--- src/hdl/bsa_pkg.sv ---
// Shared types and constants for the bitmap slot allocator.
package bsa_pkg;

  localparam int DEF_MAX_SLOTS = 1024;
  localparam int DEF_WORD_BITS = 32;

  localparam int CAP_W   = 11;
  localparam int BLOCK_W = 21;
  localparam int SLOT_W  = 10;
  localparam int OFFS_W  = 30;
  localparam int PADDR_W = 3;
  localparam int PDATA_W = 32;

  localparam logic [CAP_W-1:0]   CAP_RESET   = 11'd1024;
  localparam logic [BLOCK_W-1:0] BLOCK_RESET = 21'd4096;

  localparam logic MODE_ALLOC   = 1'b0;
  localparam logic MODE_RELEASE = 1'b1;

  localparam logic REG_SLOT_CAPACITY = 1'b0;
  localparam logic REG_BLOCK_BYTES   = 1'b1;

  typedef enum logic [1:0] {
    STATUS_OK     = 2'd0,
    STATUS_FULL   = 2'd1,
    STATUS_BADREL = 2'd2
  } bsa_status_t;

  typedef enum logic [1:0] {
    ST_CLEAR,
    ST_IDLE,
    ST_SCAN,
    ST_EMIT
  } bsa_state_t;

  typedef struct packed {
    logic              mode;
    logic [SLOT_W-1:0] slot_index;
  } bsa_req_t;

  typedef struct packed {
    logic [1:0]        status;
    logic [SLOT_W-1:0] slot;
    logic [OFFS_W-1:0] byte_offset;
  } bsa_rsp_t;

  // result handed from the scan engine to the output stage
  typedef struct packed {
    logic        valid;
    bsa_status_t status;
  } bsa_res_t;

endpackage

--- src/hdl/bsa_ram.sv ---
// Generic single-port-write, registered-read RAM.
module bsa_ram #(
  parameter int WIDTH = 32,
  parameter int DEPTH = 32,
  localparam int AW = (DEPTH > 1) ? $clog2(DEPTH) : 1
) (
  input  logic             clk,
  input  logic             we,
  input  logic [AW-1:0]    waddr,
  input  logic [WIDTH-1:0] wdata,
  input  logic [AW-1:0]    raddr,
  output logic [WIDTH-1:0] rdata
);

  logic [WIDTH-1:0] mem [DEPTH];

  always_ff @(posedge clk) begin
    if (we) begin
      mem[waddr] <= wdata;
    end
    rdata <= mem[raddr];
  end

endmodule

--- src/hdl/bsa_scan.sv ---
// Free-map scan engine: clearing pass, first-fit search, release and write-back.
module bsa_scan import bsa_pkg::*; #(
  parameter int MAX_SLOTS = DEF_MAX_SLOTS,
  parameter int WORD_BITS = DEF_WORD_BITS,
  localparam int NWORDS = (MAX_SLOTS + WORD_BITS - 1) / WORD_BITS,
  localparam int AW     = (NWORDS > 1) ? $clog2(NWORDS) : 1,
  localparam int SW     = $clog2(MAX_SLOTS),
  localparam int CAPW   = $clog2(MAX_SLOTS + 1),
  localparam int BW     = ((CAPW > CAP_W) ? CAPW : CAP_W) + 1,
  localparam int WBW    = $clog2(WORD_BITS)
) (
  input  logic             clk,
  input  logic             rst,
  input  logic             req_valid,
  output logic             req_ready,
  input  bsa_req_t         req,
  input  logic [CAP_W-1:0] slot_capacity,
  output bsa_res_t         res,
  input  logic             res_ready,
  output logic [SW-1:0]    res_slot
);

  bsa_state_t state, state_next;

  logic                 ram_we;
  logic [AW-1:0]        ram_waddr;
  logic [WORD_BITS-1:0] ram_wdata;
  logic [WORD_BITS-1:0] ram_rdata;

  logic [AW-1:0] clr_addr;
  logic [AW:0]   rd_w;
  logic [BW-1:0] rd_base;
  logic          chk_valid;
  logic [AW-1:0] chk_w;
  logic [BW-1:0] chk_base;
  logic          mode;
  logic [SLOT_W-1:0] idx;
  logic [BW-1:0] hw;
  bsa_status_t   res_status;

  logic [BW-1:0]        cap_ext, cap_sat, rem, idx_ext, diff;
  logic [WORD_BITS-1:0] avail, onehot;
  logic [WBW-1:0]       pos, bit_sel;
  logic                 any_free, rel_hit, fin;
  bsa_status_t          fin_status;
  logic [BW-1:0]        fin_slot;
  logic                 accept;

  bsa_ram #(.WIDTH(WORD_BITS), .DEPTH(NWORDS)) u_map (
    .clk   (clk),
    .we    (ram_we),
    .waddr (ram_waddr),
    .wdata (ram_wdata),
    .raddr (rd_w[AW-1:0]),
    .rdata (ram_rdata)
  );

  assign cap_ext = BW'(slot_capacity);
  assign cap_sat = (cap_ext > BW'(MAX_SLOTS)) ? BW'(MAX_SLOTS) : cap_ext;
  assign rem     = cap_sat - chk_base;
  assign idx_ext = BW'(idx);
  assign diff    = idx_ext - chk_base;
  assign rel_hit = (idx_ext >= chk_base) && (diff < BW'(WORD_BITS));

  always_comb begin
    for (int j = 0; j < WORD_BITS; j++) begin
      avail[j] = ram_rdata[j] && (BW'(j) < rem);
    end
  end

  always_comb begin
    pos = '0;
    for (int j = WORD_BITS - 1; j >= 0; j--) begin
      if (avail[j]) begin
        pos = WBW'(j);
      end
    end
  end

  assign any_free = |avail;
  assign bit_sel  = (mode == MODE_ALLOC) ? pos : diff[WBW-1:0];
  assign onehot   = WORD_BITS'(1) << bit_sel;
  assign accept   = req_valid && req_ready;

  always_comb begin
    state_next = state;
    req_ready  = 1'b0;
    ram_we     = 1'b0;
    ram_waddr  = chk_w;
    ram_wdata  = ram_rdata;
    fin        = 1'b0;
    fin_status = STATUS_OK;
    fin_slot   = '0;
    case (state)
      ST_CLEAR: begin
        ram_we    = 1'b1;
        ram_waddr = clr_addr;
        ram_wdata = '1;
        if (clr_addr == AW'(NWORDS - 1)) begin
          state_next = ST_IDLE;
        end
      end
      ST_IDLE: begin
        req_ready = 1'b1;
        if (req_valid) begin
          if (req.mode == MODE_RELEASE && !(BW'(req.slot_index) < hw)) begin
            state_next = ST_EMIT;
          end else begin
            state_next = ST_SCAN;
          end
        end
      end
      ST_SCAN: begin
        if (chk_valid) begin
          if (mode == MODE_ALLOC) begin
            if (chk_base >= cap_sat) begin
              fin        = 1'b1;
              fin_status = STATUS_FULL;
            end else if (any_free) begin
              fin       = 1'b1;
              fin_slot  = chk_base + BW'(pos);
              ram_we    = 1'b1;
              ram_wdata = ram_rdata & ~onehot;
            end
          end else if (rel_hit) begin
            fin       = 1'b1;
            fin_slot  = idx_ext;
            ram_we    = 1'b1;
            ram_wdata = ram_rdata | onehot;
          end
        end
        if (fin) begin
          state_next = ST_EMIT;
        end
      end
      ST_EMIT: begin
        if (res_ready) begin
          state_next = ST_IDLE;
        end
      end
      default: begin
        state_next = ST_IDLE;
      end
    endcase
  end

  always_ff @(posedge clk) begin
    if (rst) begin
      state    <= ST_CLEAR;
      clr_addr <= '0;
      hw       <= '0;
      chk_valid <= 1'b0;
    end else begin
      state <= state_next;
      if (state == ST_CLEAR) begin
        clr_addr <= clr_addr + AW'(1);
      end
      if (state == ST_IDLE) begin
        chk_valid <= 1'b0;
      end else if (state == ST_SCAN) begin
        chk_valid <= 1'b1;
      end
      if (state == ST_SCAN && fin && mode == MODE_ALLOC && fin_status == STATUS_OK &&
          fin_slot >= hw) begin
        hw <= fin_slot + BW'(1);
      end
    end
  end

  always_ff @(posedge clk) begin
    if (accept) begin
      mode       <= req.mode;
      idx        <= req.slot_index;
      rd_w       <= '0;
      rd_base    <= '0;
      res_status <= STATUS_BADREL;
      res_slot   <= '0;
    end else if (state == ST_SCAN) begin
      rd_w     <= rd_w + (AW+1)'(1);
      rd_base  <= rd_base + BW'(WORD_BITS);
      chk_w    <= rd_w[AW-1:0];
      chk_base <= rd_base;
      if (fin) begin
        res_status <= fin_status;
        res_slot   <= fin_slot[SW-1:0];
      end
    end
  end

  assign res.valid  = (state == ST_EMIT);
  assign res.status = res_status;

  property p_hw_bound;
    @(posedge clk) disable iff (rst) hw <= BW'(MAX_SLOTS);
  endproperty
  a_hw_bound: assert property (p_hw_bound) else $error("high-water count above map size");

  property p_alloc_below_hw;
    @(posedge clk) disable iff (rst)
      (res.valid && mode == MODE_ALLOC && res_status == STATUS_OK) |-> (BW'(res_slot) < hw);
  endproperty
  a_alloc_below_hw: assert property (p_alloc_below_hw)
    else $error("allocated slot not below high-water count");

  property p_err_slot_zero;
    @(posedge clk) disable iff (rst)
      (res.valid && res_status != STATUS_OK) |-> (res_slot == '0);
  endproperty
  a_err_slot_zero: assert property (p_err_slot_zero) else $error("error result carries a slot");

  property p_wb_has_data;
    @(posedge clk) disable iff (rst) (state == ST_SCAN && ram_we) |-> chk_valid;
  endproperty
  a_wb_has_data: assert property (p_wb_has_data) else $error("write-back without read data");

  property p_accept_busy;
    @(posedge clk) disable iff (rst) accept |=> !req_ready;
  endproperty
  a_accept_busy: assert property (p_accept_busy) else $error("request taken while busy");

endmodule

--- src/hdl/bitmap_slot_allocator_unit.sv ---
// Top level of the bitmap slot allocator: APB registers, scan engine, output register.
//
// Requests arrive on req (req_valid/req_ready) and carry a mode and a slot
// index; each request yields exactly one response on rsp (rsp_valid/rsp_ready)
// with status, slot and byte offset (slot * block_bytes, modulo 2^30).
// One request is in work at a time. A scan reads the free map from word 0, one
// word per cycle: an allocate stops at the first word with a free slot below
// the capacity limit or at the limit itself, and a release of slot s stops at
// the word that holds s. A release at or above the high-water count skips it.
// After reset the free map is cleared to all free by a pass over its NWORDS
// words (32 of 32 bits by default), during which req_ready stays low;
// registers are writable throughout. The response sits in an output register:
// a new request is taken while it waits, but a finished result holds in the
// engine until the receiver takes the previous one.
// Registers: slot_capacity at 0x0, block_bytes at 0x4.
module bitmap_slot_allocator_unit import bsa_pkg::*; #(
  parameter int MAX_SLOTS = DEF_MAX_SLOTS,
  parameter int WORD_BITS = DEF_WORD_BITS,
  localparam int SW = $clog2(MAX_SLOTS)
) (
  input  logic               clk,
  input  logic               rst,
  input  logic               req_valid,
  output logic               req_ready,
  input  bsa_req_t           req,
  output logic               rsp_valid,
  input  logic               rsp_ready,
  output bsa_rsp_t           rsp,
  input  logic               psel,
  input  logic               penable,
  input  logic               pwrite,
  input  logic [PADDR_W-1:0] paddr,
  input  logic [PDATA_W-1:0] pwdata,
  output logic [PDATA_W-1:0] prdata,
  output logic               pready
);

  logic [CAP_W-1:0]   slot_capacity;
  logic [BLOCK_W-1:0] block_bytes;
  bsa_res_t           res;
  logic               res_ready;
  logic [SW-1:0]      res_slot;
  logic [SW+BLOCK_W-1:0] prod;

  assign pready = 1'b1;

  always_ff @(posedge clk) begin
    if (rst) begin
      slot_capacity <= CAP_RESET;
      block_bytes   <= BLOCK_RESET;
    end else if (psel && penable && pwrite) begin
      case (paddr[2])
        REG_SLOT_CAPACITY: slot_capacity <= pwdata[CAP_W-1:0];
        REG_BLOCK_BYTES:   block_bytes   <= pwdata[BLOCK_W-1:0];
        default: ;
      endcase
    end
  end

  always_comb begin
    case (paddr[2])
      REG_SLOT_CAPACITY: prdata = PDATA_W'(slot_capacity);
      REG_BLOCK_BYTES:   prdata = PDATA_W'(block_bytes);
      default:           prdata = '0;
    endcase
  end

  bsa_scan #(.MAX_SLOTS(MAX_SLOTS), .WORD_BITS(WORD_BITS)) u_scan (
    .clk           (clk),
    .rst           (rst),
    .req_valid     (req_valid),
    .req_ready     (req_ready),
    .req           (req),
    .slot_capacity (slot_capacity),
    .res           (res),
    .res_ready     (res_ready),
    .res_slot      (res_slot)
  );

  assign res_ready = !rsp_valid || rsp_ready;
  assign prod      = (SW+BLOCK_W)'(res_slot) * (SW+BLOCK_W)'(block_bytes);

  always_ff @(posedge clk) begin
    if (rst) begin
      rsp_valid <= 1'b0;
    end else if (res_ready) begin
      rsp_valid <= res.valid;
    end
  end

  always_ff @(posedge clk) begin
    if (res.valid && res_ready) begin
      rsp.status      <= res.status;
      rsp.slot        <= SLOT_W'(res_slot);
      rsp.byte_offset <= OFFS_W'(prod);
    end
  end

endmodule
--- config.mk ---
export PLATFORM = sky130hd
export DESIGN_NAME = bitmap_slot_allocator_unit
export DESIGN_NICKNAME = d
export VERILOG_FILES = /design/src/hdl/bsa_pkg.sv /design/src/hdl/bsa_ram.sv /design/src/hdl/bsa_scan.sv /design/src/hdl/bitmap_slot_allocator_unit.sv
export SDC_FILE = /design/constraint.sdc
export NUM_CORES = 2
export LEC_CHECK = 0
export BUFFER_PORTS_ARGS = -buffer_cell sky130_fd_sc_hd__buf_2
export CAP_MARGIN = 5
export CORE_MARGIN = 2
export CORE_UTILIZATION = 30
export DETAILED_ROUTE_END_ITERATION = 10
export PLACE_DENSITY = 0.43
export SETUP_SLACK_MARGIN = 0.05
export SLEW_MARGIN = 5
export SYNTH_ARGS = -nofsm -noshare
export SYNTH_HDL_FRONTEND = slang
export SYNTH_SLANG_ARGS = --single-unit
export TNS_END_PERCENT = 100
--- constraint.sdc ---
create_clock -name clk -period 13.85 [get_ports clk]
set_clock_uncertainty 0.15 [all_clocks]
set_input_delay 4.155 -clock clk [delete_from_list [all_inputs] [get_ports clk]]
set_output_delay 4.155 -clock clk [all_outputs]
set_load 0.05 [all_outputs]
==> results.yml <==
timing:
  final_max_slew_viol_count: 0
  setup_ws_ns: 4.31
  finalHoldViolCount: 0
  fmax_mhz: 105
  rsz0062_at_grt: "false"
  setup_violations: 0
  setup_tns_ns: 0
  fin_crit_sh_pct: 68.9
  min_period_ns: 9.54
  worst_slew_pin_slew_ns: 1.20
  max-slew-margin-rel_pct: 19.4
global_routing:
  grt_max_degree: 108
  grt_pass1_vias: 30300
  antenna_found_initial: 2
  grt_pass1_wl_mm: 226
  gr-total-overflow: 0
  grtUsageTotal_pct: 17.1
worst_hold_path:
  hold_path.class: "reg -> reg"
  hp-start: "u_scan.res_status[1]$_SDFFE_PP1P_"
  worstHoldPathCells: 0
cells_and_area:
  final_nets: 3666
  fin_area_um2: 62600
  fillers: 17300
  syn2layout_area_growth_pct: 15.3
  drive_above_1_share_pct: 23.9
  multi_input_area_um2: 18400
  seqCellArea_um2: 34900
power_and_ir_drop:
  comb_power_share_pct: 25.0
  ir_drop_mv: 0.134
  p_leak_nw: 21.3
  p_sw_w: 0.00321
  p_sw_share_pct: 29.9
  power.internal_w: 0.00752
  p_clk_share_pct: 34.0
  power.density_nw_per_um2: 171
  finalPower_w: 0.0107
  seq_power_share_pct: 41.0
synthesis:
  synth_cell_types: 91
  syn_inst: 3194
  ys_async_sr_fraction_pct: 0
  synth-main-ff-cell: "edfxtp_1"
  syn_avg_cell_area_um2: 17.0
  ys_seq_elements: 1198
  synth-edff-count: 1089
  ys.warnings.count: 0
  ys_seq_area_share_pct: 64.2
  syn-cell-area_um2: 54300
clocking:
  cts-resized-gates: 0
  post_cts_buffers: 0
  worst_skew_pair.late_latency_ns: 0.81
  clkSinkCount: 1198
  ctsHtreeMaxLevel: 4
  clkTransAtPathRegs_ns: 0.06
  cts_made_buffers: 138
  root_buffer: "clkbuf_16"
  cts_tree: "done"
  cts_hold_buf: 0
  clockBufferDepth: 3
place:
  dp_hpwl_mm: 88.3
  place_ws_ns: 4.28
  place_area_um2: 58100
  gp_congestion: 0.830
  numPortBuffers: 104
detailed_routing:
  vias: 29300
  via_per_inst: 5.02
  wire_per_inst_um: 27.0
  ant_nets: 0
  wl_mm: 158
  firstDrtPassIters: 5
  drc_errors: 0
  drt-initial-drc-count: 2716
worst_setup_path:
  cp_max_fo: 24
  crit_path_max_incr_delay_ns: 0.45
  slowest_stage: "buf_2"
  crit_top_cell: "buf_2"
  required_ns: 9.55
  end_kind: "output pin"
  cp-start-kind: "primary input"
  rr_worst_depth: 27
  r2r_start: "slot_capacity[10]$_SDFFE_PP1P_"
  cp-startpoint: "paddr[2]"
  critPathArrivalTime_ns: 5.24
  worstSetupPathType: "in -> out"
  crit_chain: "buf_2 -> mux2_2 -> buf_2"
die:
  start_util_pct: 30.1
  fp.coreArea_um2: 180000
  die_height_um: 429
  die_area_um2: 184000
  ioPinCount: 130
  fp.dieW_um: 429
  row_count: 156
job:
  cap_violations: 0
status:
  outcome: "complete, no violations"
[cells in the mapped netlist (19+ instances only)]
cell type | n | area [um2]
a21oi_1 | 87 | 435
a221o_1 | 25 | 250
nor2_1 | 126 | 473
and2_1 | 119 | 744
nor3_1 | 26 | 130
dfxtp_1 | 109 | 2180
buf_1 | 41 | 154
nand2_1 | 261 | 980
inv_1 | 162 | 608
ha_1 | 104 | 1300
xnor2_1 | 27 | 236
nand3_1 | 21 | 105
mux2_2 | 44 | 495
nor2b_1 | 21 | 131
o21ai_0 | 40 | 200
edfxtp_1 | 1089 | 32700
fa_1 | 151 | 3020
mux4_2 | 320 | 7210
a21o_1 | 19 | 143
clkbuf_1 | 116 | 435
[power groups by stage]
stage	combinational (W)	clock (W)	sequential, W
6_report	0.00268	0.00365	0.00440
2_1_floorplan	0.00204	0	0.00425
4_1_cts	0.00274	0.00375	0.00440
3_3_place_gp	0.00273	0	0.00448
5_1_grt	0.00291	0.00388	0.00441
3_5_place_dp	0.00272	0	0.00448
[through the flow]
| step | utilization [%] | std cells | hold slack (ns) |
|---|---|---|---|
| 6_report | 34.7 | 5842 | 0.284 |
| 5_1_grt | 34.7 | 5842 | 0.303 |
| 4_1_cts | 34.7 | 5841 | 0.288 |
| 3_5_place_dp | 32.2 | 5588 | 0.273 |
| 3_3_place_gp | 32.2 | 5588 | 0.265 |
| 2_1_floorplan | - | 3205 | 0.256 |
[worst paths after layout]
path	to	slack, ns
hold reg to reg	rsp[41]$_DFFE_PP_	0.28
setup reg to reg	u_scan.hw[7]$_SDFFE_PP0P_	5.53
setup / recovery	prdata[4]	4.31
hold / removal	rsp[41]$_DFFE_PP_	0.28
[flip-flops by register name, summed over array words and instances (netlist names)]
register            count
block_bytes            21
rsp                    42
rsp_valid               1
slot_capacity          11
u_scan.chk_base         7
u_scan.chk_valid        1
u_scan.chk_w            5
u_scan.clr_addr         5
u_scan.hw              12
u_scan.idx             10
u_scan.mode             1
u_scan.rd_base          7
u_scan.rd_w             5
u_scan.res_slot        10
u_scan.res_status       2
u_scan.state            2
u_scan.u_map.mem     1024
u_scan.u_map.rdata     32
[critical path, delay by kind of cell]
family / cells / cell delay, ns
mux: 1 / 0.41
buf+inv: 2 / 0.66
[placed cells by master (no fill, tap or decap), drive strengths merged, types with 25 or more instances in the layout]
| cell type | n |
|---|---|
| a221o | 25 |
| buf | 193 |
| clkbuf | 204 |
| dfxtp | 109 |
| fa | 151 |
| clkinv | 30 |
| xnor2 | 27 |
| nand2 | 261 |
| nor2 | 127 |
| mux4 | 320 |
| a21oi | 88 |
| mux2 | 44 |
| nor3 | 33 |
| o21ai | 45 |
| inv | 172 |
| and2 | 119 |
| ha | 104 |
| edfxtp | 1089 |
[metal layers]
metal  vias to the layer above  routed length [um]  track usage [%]
met3                       195                6830             2.65
met5                         -                   0                0
met1                     15800               72200             24.1
met4                         0                4020             5.09
li1                      12700                   -                -
met2                       702               74500             27.2
[logic make-up after synthesis]
family,after synthesis,synth area share (%)
AOI/OAI and AO/OA,316,4.30
xor gates and xnor gates,42,0.677
adders and majority gates,255,7.96
buffers and inverters,342,2.50
DFF,1198,64.2
muxes,373,14.4
other,2,0.0138
and+or+nand+nor,666,5.96
[area by class of cell]
cell class                      instances  area share, %
Inverter                              162          0.971
Multi-Input combinational cell       1665           29.4
Tap cell                             2370           4.74
Clock buffer                          204           6.30
Antenna cell                            1        0.00400
Timing Repair Buffer                  193           1.92
Clock inverter                         49          0.907
Sequential cell                      1198           55.7
No activity file was read; power rests on OpenSTA's default activity.
